### src/hdl/mxfr_pkg.sv
// ----------------------------------------------------------------------------
// mxfr_pkg
// Shared types and constants for the sync-word framed receiver with XOR
// checksum.
// ----------------------------------------------------------------------------
package mxfr_pkg;

  // Fixed field widths
  localparam int unsigned BYTE_W   = 8;
  localparam int unsigned SYNC_W   = 64;
  localparam int unsigned FLEN_W   = 6;
  localparam int unsigned BIDX_W   = 5;
  localparam int unsigned STATUS_W = 2;

  // Saturation value for an overlong length byte
  localparam logic [FLEN_W-1:0] FLEN_SAT = '1;

  // Result status codes
  typedef enum logic [STATUS_W-1:0] {
    ST_GOOD     = 2'd0,
    ST_CSUM_ERR = 2'd1,
    ST_LEN_ERR  = 2'd2
  } status_e;

  // One result word as held in the output register
  typedef struct packed {
    status_e             status;
    logic [BYTE_W-1:0]   command;
    logic [FLEN_W-1:0]   frame_length;
    logic [BIDX_W-1:0]   byte_index;
    logic [BYTE_W-1:0]   data_byte;
    logic                has_data;
    logic                last;
  } out_word_t;

endpackage : mxfr_pkg

### src/hdl/magic_xor_frame_receiver_top.sv
// ----------------------------------------------------------------------------
// magic_xor_frame_receiver_top
// Hunts for a configurable sync word, parses command, length, payload and
// XOR checksum, and emits a good frame one payload byte per output word.
//
//  Channel | Direction | Handshake            | Word
//  --------+-----------+----------------------+------------------------------
//  in      | input     | in_valid_i/in_stall_o  | rx_byte_i
//  out     | output    | out_valid_o/out_stall_i| status, command, length,
//          |           |                      | index, data, has_data, last
//  cfg     | input     | cfg_valid_i/cfg_ready_o| sync_word_i
//
//  An input byte is taken when the output register is free and no readback
//  is under way. A good frame stalls the input while its payload is read
//  back from the RAM (registered read data, then one word a cycle); a
//  stalled output stretches this. Reset is asynchronous, active low, and
//  returns the parser to sync hunting; the payload RAM needs no clearing.
// ----------------------------------------------------------------------------
module magic_xor_frame_receiver_top #(
  parameter int unsigned MAX_PAYLOAD = 32,
  parameter int unsigned SYNC_BYTES  = 8
) (
  input  logic                                   clk_i,
  input  logic                                   rst_ni,
  // Configuration
  input  logic                                   cfg_valid_i,
  output logic                                   cfg_ready_o,
  input  logic [mxfr_pkg::SYNC_W-1:0]            sync_word_i,
  // Input bytes
  input  logic                                   in_valid_i,
  output logic                                   in_stall_o,
  input  logic [mxfr_pkg::BYTE_W-1:0]            rx_byte_i,
  // Results
  output logic                                   out_valid_o,
  input  logic                                   out_stall_i,
  output mxfr_pkg::status_e                      status_o,
  output logic [mxfr_pkg::BYTE_W-1:0]            command_o,
  output logic [mxfr_pkg::FLEN_W-1:0]            frame_length_o,
  output logic [mxfr_pkg::BIDX_W-1:0]            byte_index_o,
  output logic [mxfr_pkg::BYTE_W-1:0]            data_byte_o,
  output logic                                   has_data_o,
  output logic                                   last_o
);

  import mxfr_pkg::*;

  // Derived widths
  localparam int unsigned AW    = (MAX_PAYLOAD > 1) ? $clog2(MAX_PAYLOAD) : 1;
  localparam int unsigned LEN_W = ($clog2(MAX_PAYLOAD + 1) > FLEN_W) ?
                                  $clog2(MAX_PAYLOAD + 1) : FLEN_W;
  localparam int unsigned CNT_W = (SYNC_BYTES > 1) ? $clog2(SYNC_BYTES) : 1;

  // Parser phases
  localparam logic [2:0] PH_HUNT  = 3'd0;
  localparam logic [2:0] PH_CMD   = 3'd1;
  localparam logic [2:0] PH_LEN   = 3'd2;
  localparam logic [2:0] PH_DATA  = 3'd3;
  localparam logic [2:0] PH_CHECK = 3'd4;
  localparam logic [2:0] PH_EMIT  = 3'd5;

  // Control state
  logic [2:0]        phase_q, phase_d;
  logic [CNT_W-1:0]  sync_cnt_q, sync_cnt_d;
  logic [BYTE_W-1:0] cmd_q, cmd_d;
  logic [LEN_W-1:0]  len_q, len_d;
  logic [LEN_W-1:0]  fill_q, fill_d;
  logic [BYTE_W-1:0] xor_q, xor_d;
  logic [SYNC_W-1:0] sync_q;
  logic [LEN_W-1:0]  nxt_q, nxt_d;
  logic [LEN_W-1:0]  rd_idx_q, rd_idx_d;
  logic              rd_pend_q, rd_pend_d;
  logic              out_valid_q, out_valid_d;
  out_word_t         out_q, out_d;

  // Datapath signals
  logic              in_acc;
  logic              out_free;
  logic              load_now;
  logic              issue;
  logic              emit_last;
  logic [2:0]        sync_sel;
  logic [BYTE_W-1:0] sync_byte;
  logic              ram_we;
  logic [BYTE_W-1:0] ram_rdata;
  logic [FLEN_W-1:0] len_sat;

  // Handshakes
  assign cfg_ready_o = 1'b1;
  assign out_free    = !out_valid_q || !out_stall_i;
  assign in_stall_o  = (phase_q == PH_EMIT) || !out_free;
  assign in_acc      = in_valid_i && !in_stall_o;

  // Sync byte at the current hunt position
  assign sync_sel  = 3'(sync_cnt_q);
  assign sync_byte = sync_q[{sync_sel, 3'b000} +: BYTE_W];

  // Overlong length saturates at the field maximum
  assign len_sat = (rx_byte_i > BYTE_W'(FLEN_SAT)) ? FLEN_SAT : FLEN_W'(rx_byte_i);

  // Readback sequencer: a read is in flight, load it when the output is free
  assign load_now  = rd_pend_q && out_free;
  assign issue     = (phase_q == PH_EMIT) && (nxt_q < len_q) && (!rd_pend_q || load_now);
  assign emit_last = (rd_idx_q + 1'b1) == len_q;
  assign ram_we    = in_acc && (phase_q == PH_DATA);

  // Payload store
  mxfr_ram #(
    .WIDTH (BYTE_W),
    .DEPTH (MAX_PAYLOAD)
  ) u_payload_ram (
    .clk_i   (clk_i),
    .we_i    (ram_we),
    .waddr_i (fill_q[AW-1:0]),
    .wdata_i (rx_byte_i),
    .re_i    (issue),
    .raddr_i (nxt_q[AW-1:0]),
    .rdata_o (ram_rdata)
  );

  // Parser and output register next state
  always_comb begin
    phase_d     = phase_q;
    sync_cnt_d  = sync_cnt_q;
    cmd_d       = cmd_q;
    len_d       = len_q;
    fill_d      = fill_q;
    xor_d       = xor_q;
    nxt_d       = nxt_q;
    rd_idx_d    = rd_idx_q;
    rd_pend_d   = rd_pend_q;
    out_valid_d = out_valid_q && out_stall_i;
    out_d       = out_q;

    if (in_acc) begin
      case (phase_q)
        PH_HUNT: begin
          if (rx_byte_i == sync_byte) begin
            if (sync_cnt_q == CNT_W'(SYNC_BYTES - 1)) begin
              sync_cnt_d = '0;
              phase_d    = PH_CMD;
            end else begin
              sync_cnt_d = sync_cnt_q + 1'b1;
            end
          end else begin
            sync_cnt_d = (rx_byte_i == sync_q[BYTE_W-1:0]) ? CNT_W'(1) : '0;
          end
        end
        PH_CMD: begin
          cmd_d   = rx_byte_i;
          xor_d   = rx_byte_i;
          phase_d = PH_LEN;
        end
        PH_LEN: begin
          xor_d  = xor_q ^ rx_byte_i;
          fill_d = '0;
          if (rx_byte_i == '0) begin
            len_d   = '0;
            phase_d = PH_CHECK;
          end else if (rx_byte_i <= BYTE_W'(MAX_PAYLOAD)) begin
            len_d   = LEN_W'(rx_byte_i);
            phase_d = PH_DATA;
          end else begin
            // overlong: report and resume hunting
            len_d               = LEN_W'(len_sat);
            out_valid_d         = 1'b1;
            out_d.status        = ST_LEN_ERR;
            out_d.command       = cmd_q;
            out_d.frame_length  = len_sat;
            out_d.byte_index    = '0;
            out_d.data_byte     = '0;
            out_d.has_data      = 1'b0;
            out_d.last          = 1'b1;
            phase_d             = PH_HUNT;
          end
        end
        PH_DATA: begin
          xor_d  = xor_q ^ rx_byte_i;
          fill_d = fill_q + 1'b1;
          if ((fill_q + 1'b1) >= len_q) begin
            phase_d = PH_CHECK;
          end
        end
        PH_CHECK: begin
          phase_d = PH_HUNT;
          if (rx_byte_i == xor_q) begin
            if (len_q == '0) begin
              out_valid_d        = 1'b1;
              out_d.status       = ST_GOOD;
              out_d.command      = cmd_q;
              out_d.frame_length = '0;
              out_d.byte_index   = '0;
              out_d.data_byte    = '0;
              out_d.has_data     = 1'b0;
              out_d.last         = 1'b1;
            end else begin
              nxt_d     = '0;
              rd_pend_d = 1'b0;
              phase_d   = PH_EMIT;
            end
          end else begin
            out_valid_d        = 1'b1;
            out_d.status       = ST_CSUM_ERR;
            out_d.command      = cmd_q;
            out_d.frame_length = FLEN_W'(len_q);
            out_d.byte_index   = '0;
            out_d.data_byte    = '0;
            out_d.has_data     = 1'b0;
            out_d.last         = 1'b1;
          end
        end
        default: begin
          phase_d = PH_HUNT;
        end
      endcase
    end

    // Payload readback
    if (load_now) begin
      rd_pend_d          = 1'b0;
      out_valid_d        = 1'b1;
      out_d.status       = ST_GOOD;
      out_d.command      = cmd_q;
      out_d.frame_length = FLEN_W'(len_q);
      out_d.byte_index   = BIDX_W'(rd_idx_q);
      out_d.data_byte    = ram_rdata;
      out_d.has_data     = 1'b1;
      out_d.last         = emit_last;
      if (emit_last) begin
        phase_d = PH_HUNT;
      end
    end
    if (issue) begin
      rd_pend_d = 1'b1;
      rd_idx_d  = nxt_q;
      nxt_d     = nxt_q + 1'b1;
    end
  end

  // Control registers
  always_ff @(posedge clk_i or negedge rst_ni) begin
    if (!rst_ni) begin
      phase_q     <= PH_HUNT;
      sync_cnt_q  <= '0;
      cmd_q       <= '0;
      len_q       <= '0;
      fill_q      <= '0;
      xor_q       <= '0;
      sync_q      <= '0;
      nxt_q       <= '0;
      rd_idx_q    <= '0;
      rd_pend_q   <= 1'b0;
      out_valid_q <= 1'b0;
    end else begin
      phase_q     <= phase_d;
      sync_cnt_q  <= sync_cnt_d;
      cmd_q       <= cmd_d;
      len_q       <= len_d;
      fill_q      <= fill_d;
      xor_q       <= xor_d;
      nxt_q       <= nxt_d;
      rd_idx_q    <= rd_idx_d;
      rd_pend_q   <= rd_pend_d;
      out_valid_q <= out_valid_d;
      if (cfg_valid_i && cfg_ready_o) begin
        sync_q <= sync_word_i;
      end
    end
  end

  // Output word register
  always_ff @(posedge clk_i) begin
    out_q <= out_d;
  end

  assign out_valid_o    = out_valid_q;
  assign status_o       = out_q.status;
  assign command_o      = out_q.command;
  assign frame_length_o = out_q.frame_length;
  assign byte_index_o   = out_q.byte_index;
  assign data_byte_o    = out_q.data_byte;
  assign has_data_o     = out_q.has_data;
  assign last_o         = out_q.last;

  // Checks
  a_pend_in_emit: assert property (@(posedge clk_i) disable iff (!rst_ni)
    rd_pend_q |-> phase_q == PH_EMIT)
    else $error("read pending outside readback");

  a_fill_bound: assert property (@(posedge clk_i) disable iff (!rst_ni)
    phase_q == PH_DATA |-> (fill_q < len_q) && (len_q <= LEN_W'(MAX_PAYLOAD)))
    else $error("fill index beyond frame length");

  a_sync_bound: assert property (@(posedge clk_i) disable iff (!rst_ni)
    sync_cnt_q <= CNT_W'(SYNC_BYTES - 1))
    else $error("sync count out of range");

  a_last_ends_emit: assert property (@(posedge clk_i) disable iff (!rst_ni)
    load_now && emit_last |=> phase_q == PH_HUNT && out_valid_q && !rd_pend_q)
    else $error("readback did not end on last word");

  a_issue_needs_room: assert property (@(posedge clk_i) disable iff (!rst_ni)
    issue && rd_pend_q |-> out_free)
    else $error("read issued over an unloaded word");

endmodule : magic_xor_frame_receiver_top

### src/hdl/mxfr_ram.sv
// ----------------------------------------------------------------------------
// mxfr_ram
// Generic single-write, single-read RAM with registered read data. Read
// data holds its value between read enables.
// ----------------------------------------------------------------------------
module mxfr_ram #(
  parameter int unsigned WIDTH = 8,
  parameter int unsigned DEPTH = 32,
  localparam int unsigned ADDR_W = (DEPTH > 1) ? $clog2(DEPTH) : 1
) (
  input  logic              clk_i,
  input  logic              we_i,
  input  logic [ADDR_W-1:0] waddr_i,
  input  logic [WIDTH-1:0]  wdata_i,
  input  logic              re_i,
  input  logic [ADDR_W-1:0] raddr_i,
  output logic [WIDTH-1:0]  rdata_o
);

  logic [WIDTH-1:0] mem_q [DEPTH];
  logic [WIDTH-1:0] rdata_q;

  // Write port
  always_ff @(posedge clk_i) begin
    if (we_i) begin
      mem_q[waddr_i] <= wdata_i;
    end
  end

  // Registered read port
  always_ff @(posedge clk_i) begin
    if (re_i) begin
      rdata_q <= mem_q[raddr_i];
    end
  end

  assign rdata_o = rdata_q;

endmodule : mxfr_ram

### config.mk
export PLATFORM = sky130hd
export DESIGN_NAME = magic_xor_frame_receiver_top
export DESIGN_NICKNAME = d
export VERILOG_FILES = /design/src/hdl/mxfr_pkg.sv /design/src/hdl/magic_xor_frame_receiver_top.sv /design/src/hdl/mxfr_ram.sv
export SDC_FILE = /design/constraint.sdc
export NUM_CORES = 1
export LEC_CHECK = 0
export ABC_AREA = 1
export BUFFER_PORTS_ARGS = -buffer_cell sky130_fd_sc_hd__buf_2
export CAP_MARGIN = 5
export CORE_AREA = 2 2 176 178
export CTS_CLUSTER_DIAMETER = 80
export DETAILED_ROUTE_END_ITERATION = 7
export DIE_AREA = 0 0 178 180
export GPL_TIMING_DRIVEN = 0
export PLACE_DENSITY = 0.8
export RECOVER_POWER = 100
export SLEW_MARGIN = 30
export SYNTH_ARGS = -nofsm -noshare
export SYNTH_HDL_FRONTEND = slang
export SYNTH_HIERARCHICAL = 1
export SYNTH_SLANG_ARGS = --single-unit
### constraint.sdc
create_clock -name clk_i -period 3.05 [get_ports clk_i]
set_clock_uncertainty 0.1 [all_clocks]
set_input_delay 0.1525 -clock clk_i [delete_from_list [all_inputs] [get_ports clk_i]]
set_output_delay 0.1525 -clock clk_i [all_outputs]
set_load 0.01 [all_outputs]
# After elaboration in Yosys (flattened, before gate mapping)
# Memories as Yosys holds them, arrays and structs flattened. A register that Yosys moved wholly into a read port is not among the register bits.
# Index checks and enable logic that the tools add are counted.
# word_totals
out_inout_bits,34
wordCells,131
regBits,143
in_bits,77
ram_bits,256
n_memories,1
# op_classes
n_addsub,4
magnitude_cmp,4
reduce_logical,38
n_eq_ne,18
n_mux,46
bitwise_logic,1
shift,1
# mem_list
memory,words,word_bits,read_ports,rd_clocked_by_memory_dff,write_ports,line,rtl
u_payload_ram.mem_q,32,8,1,1,1,mxfr_ram.sv:20,logic [WIDTH-1:0] mem_q [DEPTH];
# op_table
operator,count
$mux 31,4
$shiftx 64x7->8,1
$pmux 31 s2,1
$mux 29,2
$mux 6,8
$mux 3,11
$eq 8x8->1,3
$add 6x1->6 const B,3
$pmux 8 s2,1
$mux 1,15
$pmux 3 s5,1
$reduce_bool 2->1,7
$ne 3x3->1 const B,4
$pmux 6 s2,1
$reduce_bool 3->1,4
$reduce_and 2->1,5
$reduce_and 5->1,2
$eq 3x3->1 const B,3
$gt 8x6->1 const B,1
$le 8x6->1 const B,1
$logic_not 8->1,1
$reduce_and 4->1,2
$xor 8x8->8,1
$eq 3x2->1 const B,2
other kinds (15),28

# Logic depth before layout (Yosys ltp)
# Gate-level depths: netlist of run 1.
# logic_depth
depth_word,9
mapped_depth,15
ltp_nobuf,15

# By module
# Netlist of run 1, hierarchy kept.
# modules_own_cells
module,area_each_um2,instances,seq_area_each_um2,cells_per_inst
mxfr_ram,10866.7,1,7927.6,922
magic_xor_frame_receiver_top,7274.5,1,3703.6,849

# Worst setup path after synthesis of run 1
# OpenSTA, ideal clock, no wires.
# synth_path
path_type,register to register
from,register phase_q[1]
to,"register out_q, in the netlist byte_index_o[0], enable pin"
path_stages_with_launch,9
setup_ps,385
path_buffers,0
arrival_time_ps,1822
path_slack_ps,743
required_time_ps,2565
synth_period_minus_slack_ps,2307
cell_sequence,dfrtp_1 > inv_1 > nor2_2 > inv_1 > nor2_1 > inv_1 > o21ai_1 > nand2_2 > nand2_1
# synth_via
elab_chain_cells,6
elab_cells_between_ends,12
cone_classes,eq/ne: 6; reduce/logical: 6
# synth_rtl
item,line,rtl
"start, declared",magic_xor_frame_receiver_top.sv:62,"logic [2:0] phase_q, phase_d;"
"start signal, assigned",magic_xor_frame_receiver_top.sv:254,phase_q <= phase_d;
$eq 3x3->1,magic_xor_frame_receiver_top.sv:90,assign in_stall_o = (phase_q == PH_EMIT) || !out_free;
$logic_or 1x1->1,magic_xor_frame_receiver_top.sv:90,
$logic_not 1->1,magic_xor_frame_receiver_top.sv:91,assign in_acc = in_valid_i && !in_stall_o;
$logic_and 1x1->1,magic_xor_frame_receiver_top.sv:91,
$reduce_bool 2->1 (no line),n/a,
$reduce_and 5->1 (no line) *,n/a,
"end signal, assigned",magic_xor_frame_receiver_top.sv:272,out_q <= out_d;
"end, declared",magic_xor_frame_receiver_top.sv:73,"out_word_t out_q, out_d;"
# Every way passes the cells marked *; elsewhere a longest branch is shown, timed or not.
# A chain may end at the register's enable or synchronous reset.

# Worst setup path in the final report of run 1
# layout_path
from,register phase_q[0]
to,"memory u_payload_ram.mem_q[26][3], enable pin"
# layout_via
elab_chain_cells,7
elab_cells_between_ends,8
cone_classes,eq/ne: 2; mux: 2; reduce/logical: 4
# layout_rtl
item,line,rtl
$eq 3x3->1,magic_xor_frame_receiver_top.sv:90,
$logic_or 1x1->1,magic_xor_frame_receiver_top.sv:90,
$logic_not 1->1,magic_xor_frame_receiver_top.sv:91,
$logic_and 1x1->1,magic_xor_frame_receiver_top.sv:91,
$logic_and 1x1->1 *,magic_xor_frame_receiver_top.sv:104,assign ram_we = in_acc && (phase_q == PH_DATA);
via ram_we,magic_xor_frame_receiver_top.sv:83,logic ram_we;
$mux 1 *,mxfr_ram.sv:25,if (we_i) begin
$mux 1 (implied by the code) *,mxfr_ram.sv:26,mem_q[waddr_i] <= wdata_i;
"end, declared",mxfr_ram.sv:20,
# The timed path passes the listed nets; every way through them passes the cells marked *.

==> summary.md, run 1 <==
| Metric | Value |
|---|---|
| Multi-input logic area | 0.00565 mm² |
| RD Place Congestion | 0.925 |
| Setup Total Neg Slack | -0.888 ns |
| Max Fclk | 0.321 GHz |
| Core area | 0.0302 mm² |
| Antenna violations before repair | 0 |
| Crit share post-route | 102% |
| Grt ovf | 0 |
| DRT antenna net count | 0 |
| Clock Sinks | 407 |
| PwrDens | 544 mW/mm² |
| Worst Hold Class | input port to flop |
| Unrepaired setup endpoints after global routing | true |
| Syn Nets | 1864 |
| Post-layout worst setup margin | -0.0697 ns |
| Failing checks | capacitance limit, slew limit, setup timing |
| Reg power frac | 51.8% |
| Post-DP HPWL | 30400 µm |
| Run status | finished, violations left |
| Number of setup violations in the final report | 23 |
| Total Wirelength | 48800 µm |
| Die X | 178 µm |
| Drt first pass iters | 7 |
| Period minus WS final | 3.12 ns |
| Synthesis Warnings | 6 |
| CTS clock-pin slew for the worst setup and hold paths | 0.06 ns |
| Largest cells by area after synthesis | edfxtp_1 48%, dfrtp_1 15%, nand2_1 12% |
| Rel. slew slack | -32.5% |
| Layout cells sized above 1 | 13.8% |
| Via/cell ratio | 5.87 |
| Inst Count DP | 2276 |
| Async S/R FF share, synth | 27.5% |
| Die area | 0.0320 mm² |
| Most numerous cell in the Yosys netlist | nand2_1 |
| Synth cell count leaders | 566 x nand2_1, 292 x edfxtp_1, 273 x nand3_1, 122 x inv_1, 112 x dfrtp_1 |
| Fin cells | 2420 |
| Die Y | 180 µm |
| Port buffer count | 108 |
| Max Cap Viol | 2 |
| Final Hold Violating Endpoints | 0 |
| Largest net degree at the start of global routing | 82 |
| Slew of the pin with the lowest slew margin | 1.99 ns |
| Mean routed wirelength per cell | 20.1 µm |
| Peak VDD IR | 0.000404 V |
| Clk network pwr share | 43.9% |
| Sw power | 2.43 mW |
| Clock Latency Late Sink | 0.55 ns |
| Reg area | 0.0116 mm² |
| Cell taking the most area after synthesis | edfxtp_1 |
| First-pass GRT wire length | 74800 µm |
| Number of global-route vias before repair | 13738 |
| Nets | 2085 |
| CP Class | flop to flop |
| Seq cells post-synth | 407 |
| Static Leak | 8.85 nW |
| Synthesized netlist cell count | 1771 |
| Yosys cell types | 43 |
| Worst Path Max Fanout | 10 |
| Sw frac | 20.8% |
| Place WS | -0.249 ns |
| CTS tree | built |
| DRC violations left | 0 |
| Max clock buf depth | 3 |
| Crit path launch type | flop |
| Setup slack, reg-to-reg | -0.07 ns |
| Initial Util | 60.1% |
| Crit. End Element | flop |
| CP arrival | 3.19 ns |
| Mean Syn Cell Area | 10.2 µm² |
| Yosys top cell area share | 48.3% |
| Most common flop cell mapped by yosys | edfxtp_1 |
| Top-Level Pins | 111 |
| # H-tree levels | 2 |
| Data required, critical path | 3.12 ns |
| Cell Area, Synth | 0.0181 mm² |
| Count of flip-flops with a built-in enable after synthesis | 292 |
| Layout fillers | 1961 |
| Antenna Cells | 0 |
| CTS Root Cell | clkbuf_16 |
| Final design utilization | 71.2% |
| Area Growth Syn to Fin | 18.4% |
| Vias | 14202 |
| Final slew viol count | 114 |
| Initial DRC count | 1810 |
| Global-route usage over all layers | 30.6% |
| Total power | 11.7 mW |
| CTS Buf Count | 40 |
| Row cnt | 64 |
| Sequential-to-total area share from yosys stat | 64.1% |
| Logic pwr share | 4.3% |
| P_int | 9.25 mW |
[stage by stage]
stage | hold slack, ns | cell area, µm²
floorplan | -0.243 | 18100
global placement | 0.264 | 19200
detailed placement | -0.0681 | 19200
CTS | 0.0246 | 21400
global route | 0.0724 | 21500
finish | 0.0506 | 21500
[layout by cell type (no fill, tap or decap), types with 4 or more instances in the layout]
cell / instances
nand2_1: 565
edfxtp_1: 292
nand3_1: 269
inv_1: 122
dfrtp_1: 112
buf_2: 101
o21ai_0: 73
clkbuf_1: 71
dlygate4sd3_1: 66
nor2_1: 53
clkbuf_16: 41
buf_6: 28
nor2_4: 26
mux2_2: 19
xnor2_1: 17
ha_1: 16
xor2_1: 13
a21oi_1: 13
nor2_2: 9
o22ai_1: 9
o21ai_1: 7
clkinv_2: 7
nand4_1: 6
inv_2: 6
buf_4: 6
a22oi_1: 6
nor3_1: 5
nand3_2: 5
o211ai_1: 5
bufinv_16: 5
clkbuf_8: 5
o21a_1: 4
a31oi_1: 4
[critical path, stage by stage (launching register included)]
cell and delay (ns):
dfrtp_1 0.42, inv_1 0.13, nor3_2 0.08, inv_1 0.09, nand3_2 0.21, inv_2 0.25, nand2_1 0.17, inv_1 0.27
nand3_2 0.46, nor2_2 0.58
[power by group through the flow]
stage                     combinational (mW)  sequential (mW)  clock, mW
after floorplan                        0.215             6.15          0
after global placement                 0.402             6.16          0
after CTS                              0.492             6.05       5.16
final                                  0.506             6.05       5.12
after detailed placement               0.421             6.16          0
after global routing                   0.556             6.06       5.38
[state kept, by name, indices dropped and copies added (netlist names)]
| register | cells |
|---|---|
| xor_q | 8 |
| sync_q | 64 |
| rd_idx_q | 6 |
| out_valid_o | 1 |
| status_o | 2 |
| has_data_o | 1 |
| phase_q | 3 |
| byte_index_o | 5 |
| len_q | 6 |
| cmd_q | 8 |
| nxt_q | 6 |
| frame_length_o | 6 |
| command_o | 8 |
| last_o | 1 |
| data_byte_o | 8 |
| fill_q | 6 |
| rd_pend_q | 1 |
| u_payload_ram/rdata_o | 8 |
| sync_cnt_q | 3 |
| u_payload_ram/mem_q | 256 |
[metal layers]
| metal | wire length, µm | vias up | track usage [%] |
|---|---|---|---|
| li1 | - | 6401 | - |
| met3 | 4610 | 129 | 4.46 |
| met2 | 24000 | 854 | 51.1 |
| met1 | 18500 | 6818 | 41.3 |
| met4 | 1630 | 0 | 10.6 |
| met5 | 0 | - | 0 |
[worst paths after layout]
| kind | startpoint | endpoint | cells past startpoint |
|---|---|---|---|
| min in group asynchronous | rst_ni | cmd_q[0] | 3 |
| max | phase_q[0] | u_payload_ram/mem_q[26][3] | 9 |
| min | in_valid_i | phase_q[2] | 4 |
| min reg2reg | has_data_o | has_data_o | 2 |
| max reg2reg | phase_q[0] | u_payload_ram/mem_q[26][3] | 9 |
| max in group asynchronous | rst_ni | sync_q[43] | 3 |
[final cells by class]
| cell class | instances | area share, % |
|---|---|---|
| plain buffers | 90 | 2.81 |
| inverters | 129 | 2.25 |
| repair buffers | 179 | 5.72 |
| clock inverters | 18 | 1.17 |
| flip-flops and latches | 407 | 54.1 |
| multi-input cells | 1145 | 26.3 |
| well taps | 396 | 2.31 |
| clock buffers | 56 | 5.27 |
[cell families (layout without fill, tap and decap cells)]
| group | after synthesis | in the layout | synth area share (%) |
|---|---|---|---|
| AO/OA/AOI/OAI | 130 | 130 | 4.12 |
| XOR/XNOR | 30 | 30 | 1.45 |
| adder cells (fa/ha/maj) | 16 | 16 | 1.10 |
| buffers and inverters | 219 | 472 | 6.00 |
| flip-flops | 407 | 407 | 64.1 |
| multiplexers | 22 | 22 | 1.37 |
| other | 1 | 1 | 0.0207 |
| AND/OR/NAND/NOR | 946 | 946 | 21.8 |
[what timing repair did]
action                                  CTS  global route
hold endpoints to repair                179             0
pin swaps                                 0             2
resized for setup                        27            35
hold buffers                             67             0
buffers inserted                          0             3
endpoints found under the setup margin  235           256
Note: power is estimated with default switching activity, not from simulation.
==> run 2, diff against run 1 <==
- CORE_AREA: 2 2 176 178 -> 2 2 173 175
- CTS_BUF_LIST: default -> sky130_fd_sc_hd__clkbuf_4
- DIE_AREA: 0 0 178 180 -> 0 0 175 177
- PLACE_DENSITY: 0.8 -> 0.83
==> run 2 against run 1 <==
  * The run still ends with capacitance limit, slew limit, setup timing left
  * Sequential share of layout area is 0.44 points lower
  * Via count grew 5.2%
  * Register-to-register slack got worse by 0.03 ns
  * Final cell count grew 5.1%
  * Non-clock buffer count is 25 higher
  * Final area is 0.82% higher
  * Combinational power grew 11%
  * Global-route usage increased by 1.7 points
  * Critical endpoint is now u_payload_ram/mem_q[14][3]
==> summary.md, run 2 (same netlist as run 1, synthesis figures left out) <==
| Metric | Value |
|---|---|
| Most common library cell in the layout ignoring fill and taps | nand2_1 |
| Row cnt | 63 |
| Top Registers | u_payload_ram/mem_q: 256 flops, sync_q: 64 flops |
| Largest register FFs | 256 |
| Worst Path Buf+Inv | 4 |
| Initial Util | 62.0% |
| Static Leak | 9.06 nW |
| Post-Place Cell Area | 0.0192 mm² |
| Cell mode on critical path | inv_1 |
| Rel. slew slack | -0.0208% |
| Commonest non-fill, non-tap cells in the layout | 565 x nand2_1, 292 x edfxtp_1, 269 x nand3_1, 144 x clkbuf_4, 122 x inv_1 |
| Global-route usage over all layers | 32.4% |
| Number of setup violations in the final report | 42 |
| Post-layout worst setup margin | -0.100 ns |
| RD Place Congestion | 0.983 |
| Max Fclk | 0.317 GHz |
| Final slew viol count | 15 |
| Final design utilization | 74.1% |
| Drt first pass iters | 7 |
| Worst path max stage delay | 0.56 ns |
| Antenna violations before repair | 2 |
| # H-tree levels | 3 |
| CP arrival | 3.40 ns |
| Mean routed wirelength per cell | 19.8 µm |
| CTS Buf Count | 97 |
| Crit path launch type | flop |
| Port buffer count | 108 |
| Clock Sinks | 407 |
| CTS Root Cell | clkbuf_4 |
| Die X | 175 µm |
| CP Class | flop to flop |
| Failing checks | capacitance limit, slew limit, setup timing |
| Worst Path Max Fanout | 10 |
| Nets | 2167 |
| Area Growth Syn to Fin | 19.4% |
| Layout cells sized above 1 | 17.4% |
| Run status | finished, violations left |
| Clock Latency Late Sink | 0.75 ns |
| Initial DRC count | 1724 |
| PwrDens | 519 mW/mm² |
| Die area | 0.0310 mm² |
| Crit share post-route | 103% |
| Number of global-route vias before repair | 14828 |
| Crit. End Element | flop |
| Dominant delay contributor by cell family on the critical path | simple AND/OR/NAND/NOR gates |
| Final Hold Violating Endpoints | 0 |
| Worst Hold Class | input port to flop |
| Data required, critical path | 3.30 ns |
| Total Wirelength | 50300 µm |
| CTS clock-pin slew for the worst setup and hold paths | 0.07 ns |
| Period minus WS final | 3.15 ns |
| Peak VDD IR | 0.000320 V |
| Total power | 11.2 mW |
| Unrepaired setup endpoints after global routing | true |
| Largest net degree at the start of global routing | 62 |
| Max clock buf depth | 3 |
| Slew of the pin with the lowest slew margin | 1.50 ns |
| Place WS | -0.129 ns |
| CTS tree | built |
| Most Used Layer, Global Route | met2 |
| Core area | 0.0292 mm² |
| Die Y | 177 µm |
| Top-Level Pins | 111 |
| Reg with most FFs | u_payload_ram/mem_q |
| Post-DP HPWL | 30000 µm |
| CP max stage cell | nor2_2 |
| DRT antenna net count | 0 |
| Max Cap Viol | 1 |
| Grt ovf | 0 |
| First-pass GRT wire length | 77000 µm |
| DRC violations left | 0 |
| Worst path cell trace | inv_1 > nor3_2 > inv_1 > nand3_2 > inv_2 > nand2_1 > inv_1 > nand3_2 > nor2_2 |
| GR met1 Demand/Resource | 39.2% |
| Final instance area | 0.0217 mm² |
| Via/cell ratio | 5.88 |
| Met3 usage | 7.86% |
| M2 GR Usage | 54.6% |
| Vias | 14941 |
| Setup Total Neg Slack | -1.44 ns |
==> run 2: cell count changes in the layout (fill, tap and decap cells not counted), sizes merged <==
cell | before | now
buf | 140 | 138
clkinvlp | 1 | 0
clkbuf | 119 | 206
inv | 129 | 131
clkinv | 12 | 27
dlygate4sd3 | 66 | 92
diode | 0 | 3
bufinv | 5 | 4
==> run 2: area by class of cell <==
type | count | area, µm²
clock buffers | 142 | 1070
well taps | 390 | 488
inverters | 129 | 484
diodes | 3 | 7.51
multi-input cells | 1145 | 5660
repair buffers | 204 | 1480
clock inverters | 33 | 235
flip-flops and latches | 407 | 11600
plain buffers | 90 | 604
fillers | 1875 | 7590
==> run 2: what timing repair did <==
item	4_1_cts	5_1_grt
hold buffers	93	0
cloned	0	0
endpoints found under the setup margin	209	284
buffers inserted	0	2
endpoints found under the hold margin	447	0
resized for setup	12	54
pin swaps	0	2
==> run 2: final timing paths <==
path / start / end / slack, ns / cells past startpoint
worst min register to register: has_data_o / has_data_o / 0.35 / 2
worst min-delay path: cfg_valid_i / sync_q[4] / 0.03 / 3
worst max register to register: phase_q[2] / u_payload_ram/mem_q[14][3] / -0.10 / 9
max in group asynchronous: rst_ni / sync_q[32] / 0.99 / 4
min in group asynchronous: rst_ni / sync_q[6] / 0.82 / 4
worst max-delay path: phase_q[2] / u_payload_ram/mem_q[14][3] / -0.10 / 9
==> run 2: where the power goes <==
part	total [mW]	internal [mW]	switching (mW)
combinational	0.562	0.229	0.332
sequential	6.05	6.01	0.0460
clock	4.63	2.48	2.15
==> run 2: stage by stage <==
stage / hold slack, ns / std cells
CTS: 0.000876 / 2538
finish: 0.0269 / 2543
floorplan: -0.243 / 1771
global placement: 0.265 / 2269
detailed placement: 0.0408 / 2270
global route: 0.0205 / 2542
==> run 2: worst register-to-register path: stages (launching register included) <==
cell and delay [ns]:
dfrtp_1 0.44, inv_1 0.11, nor3_2 0.07, inv_1 0.09, nand3_2 0.22, inv_2 0.27
nand2_1 0.17, inv_1 0.25, nand3_2 0.46, nor2_2 0.58
==> run 2: routing by layer <==
metal,vias to the layer above,wire [µm]
li1,6647,-
met4,0,2270
met2,1108,24600
met1,6959,17900
met5,-,0
met3,227,5510
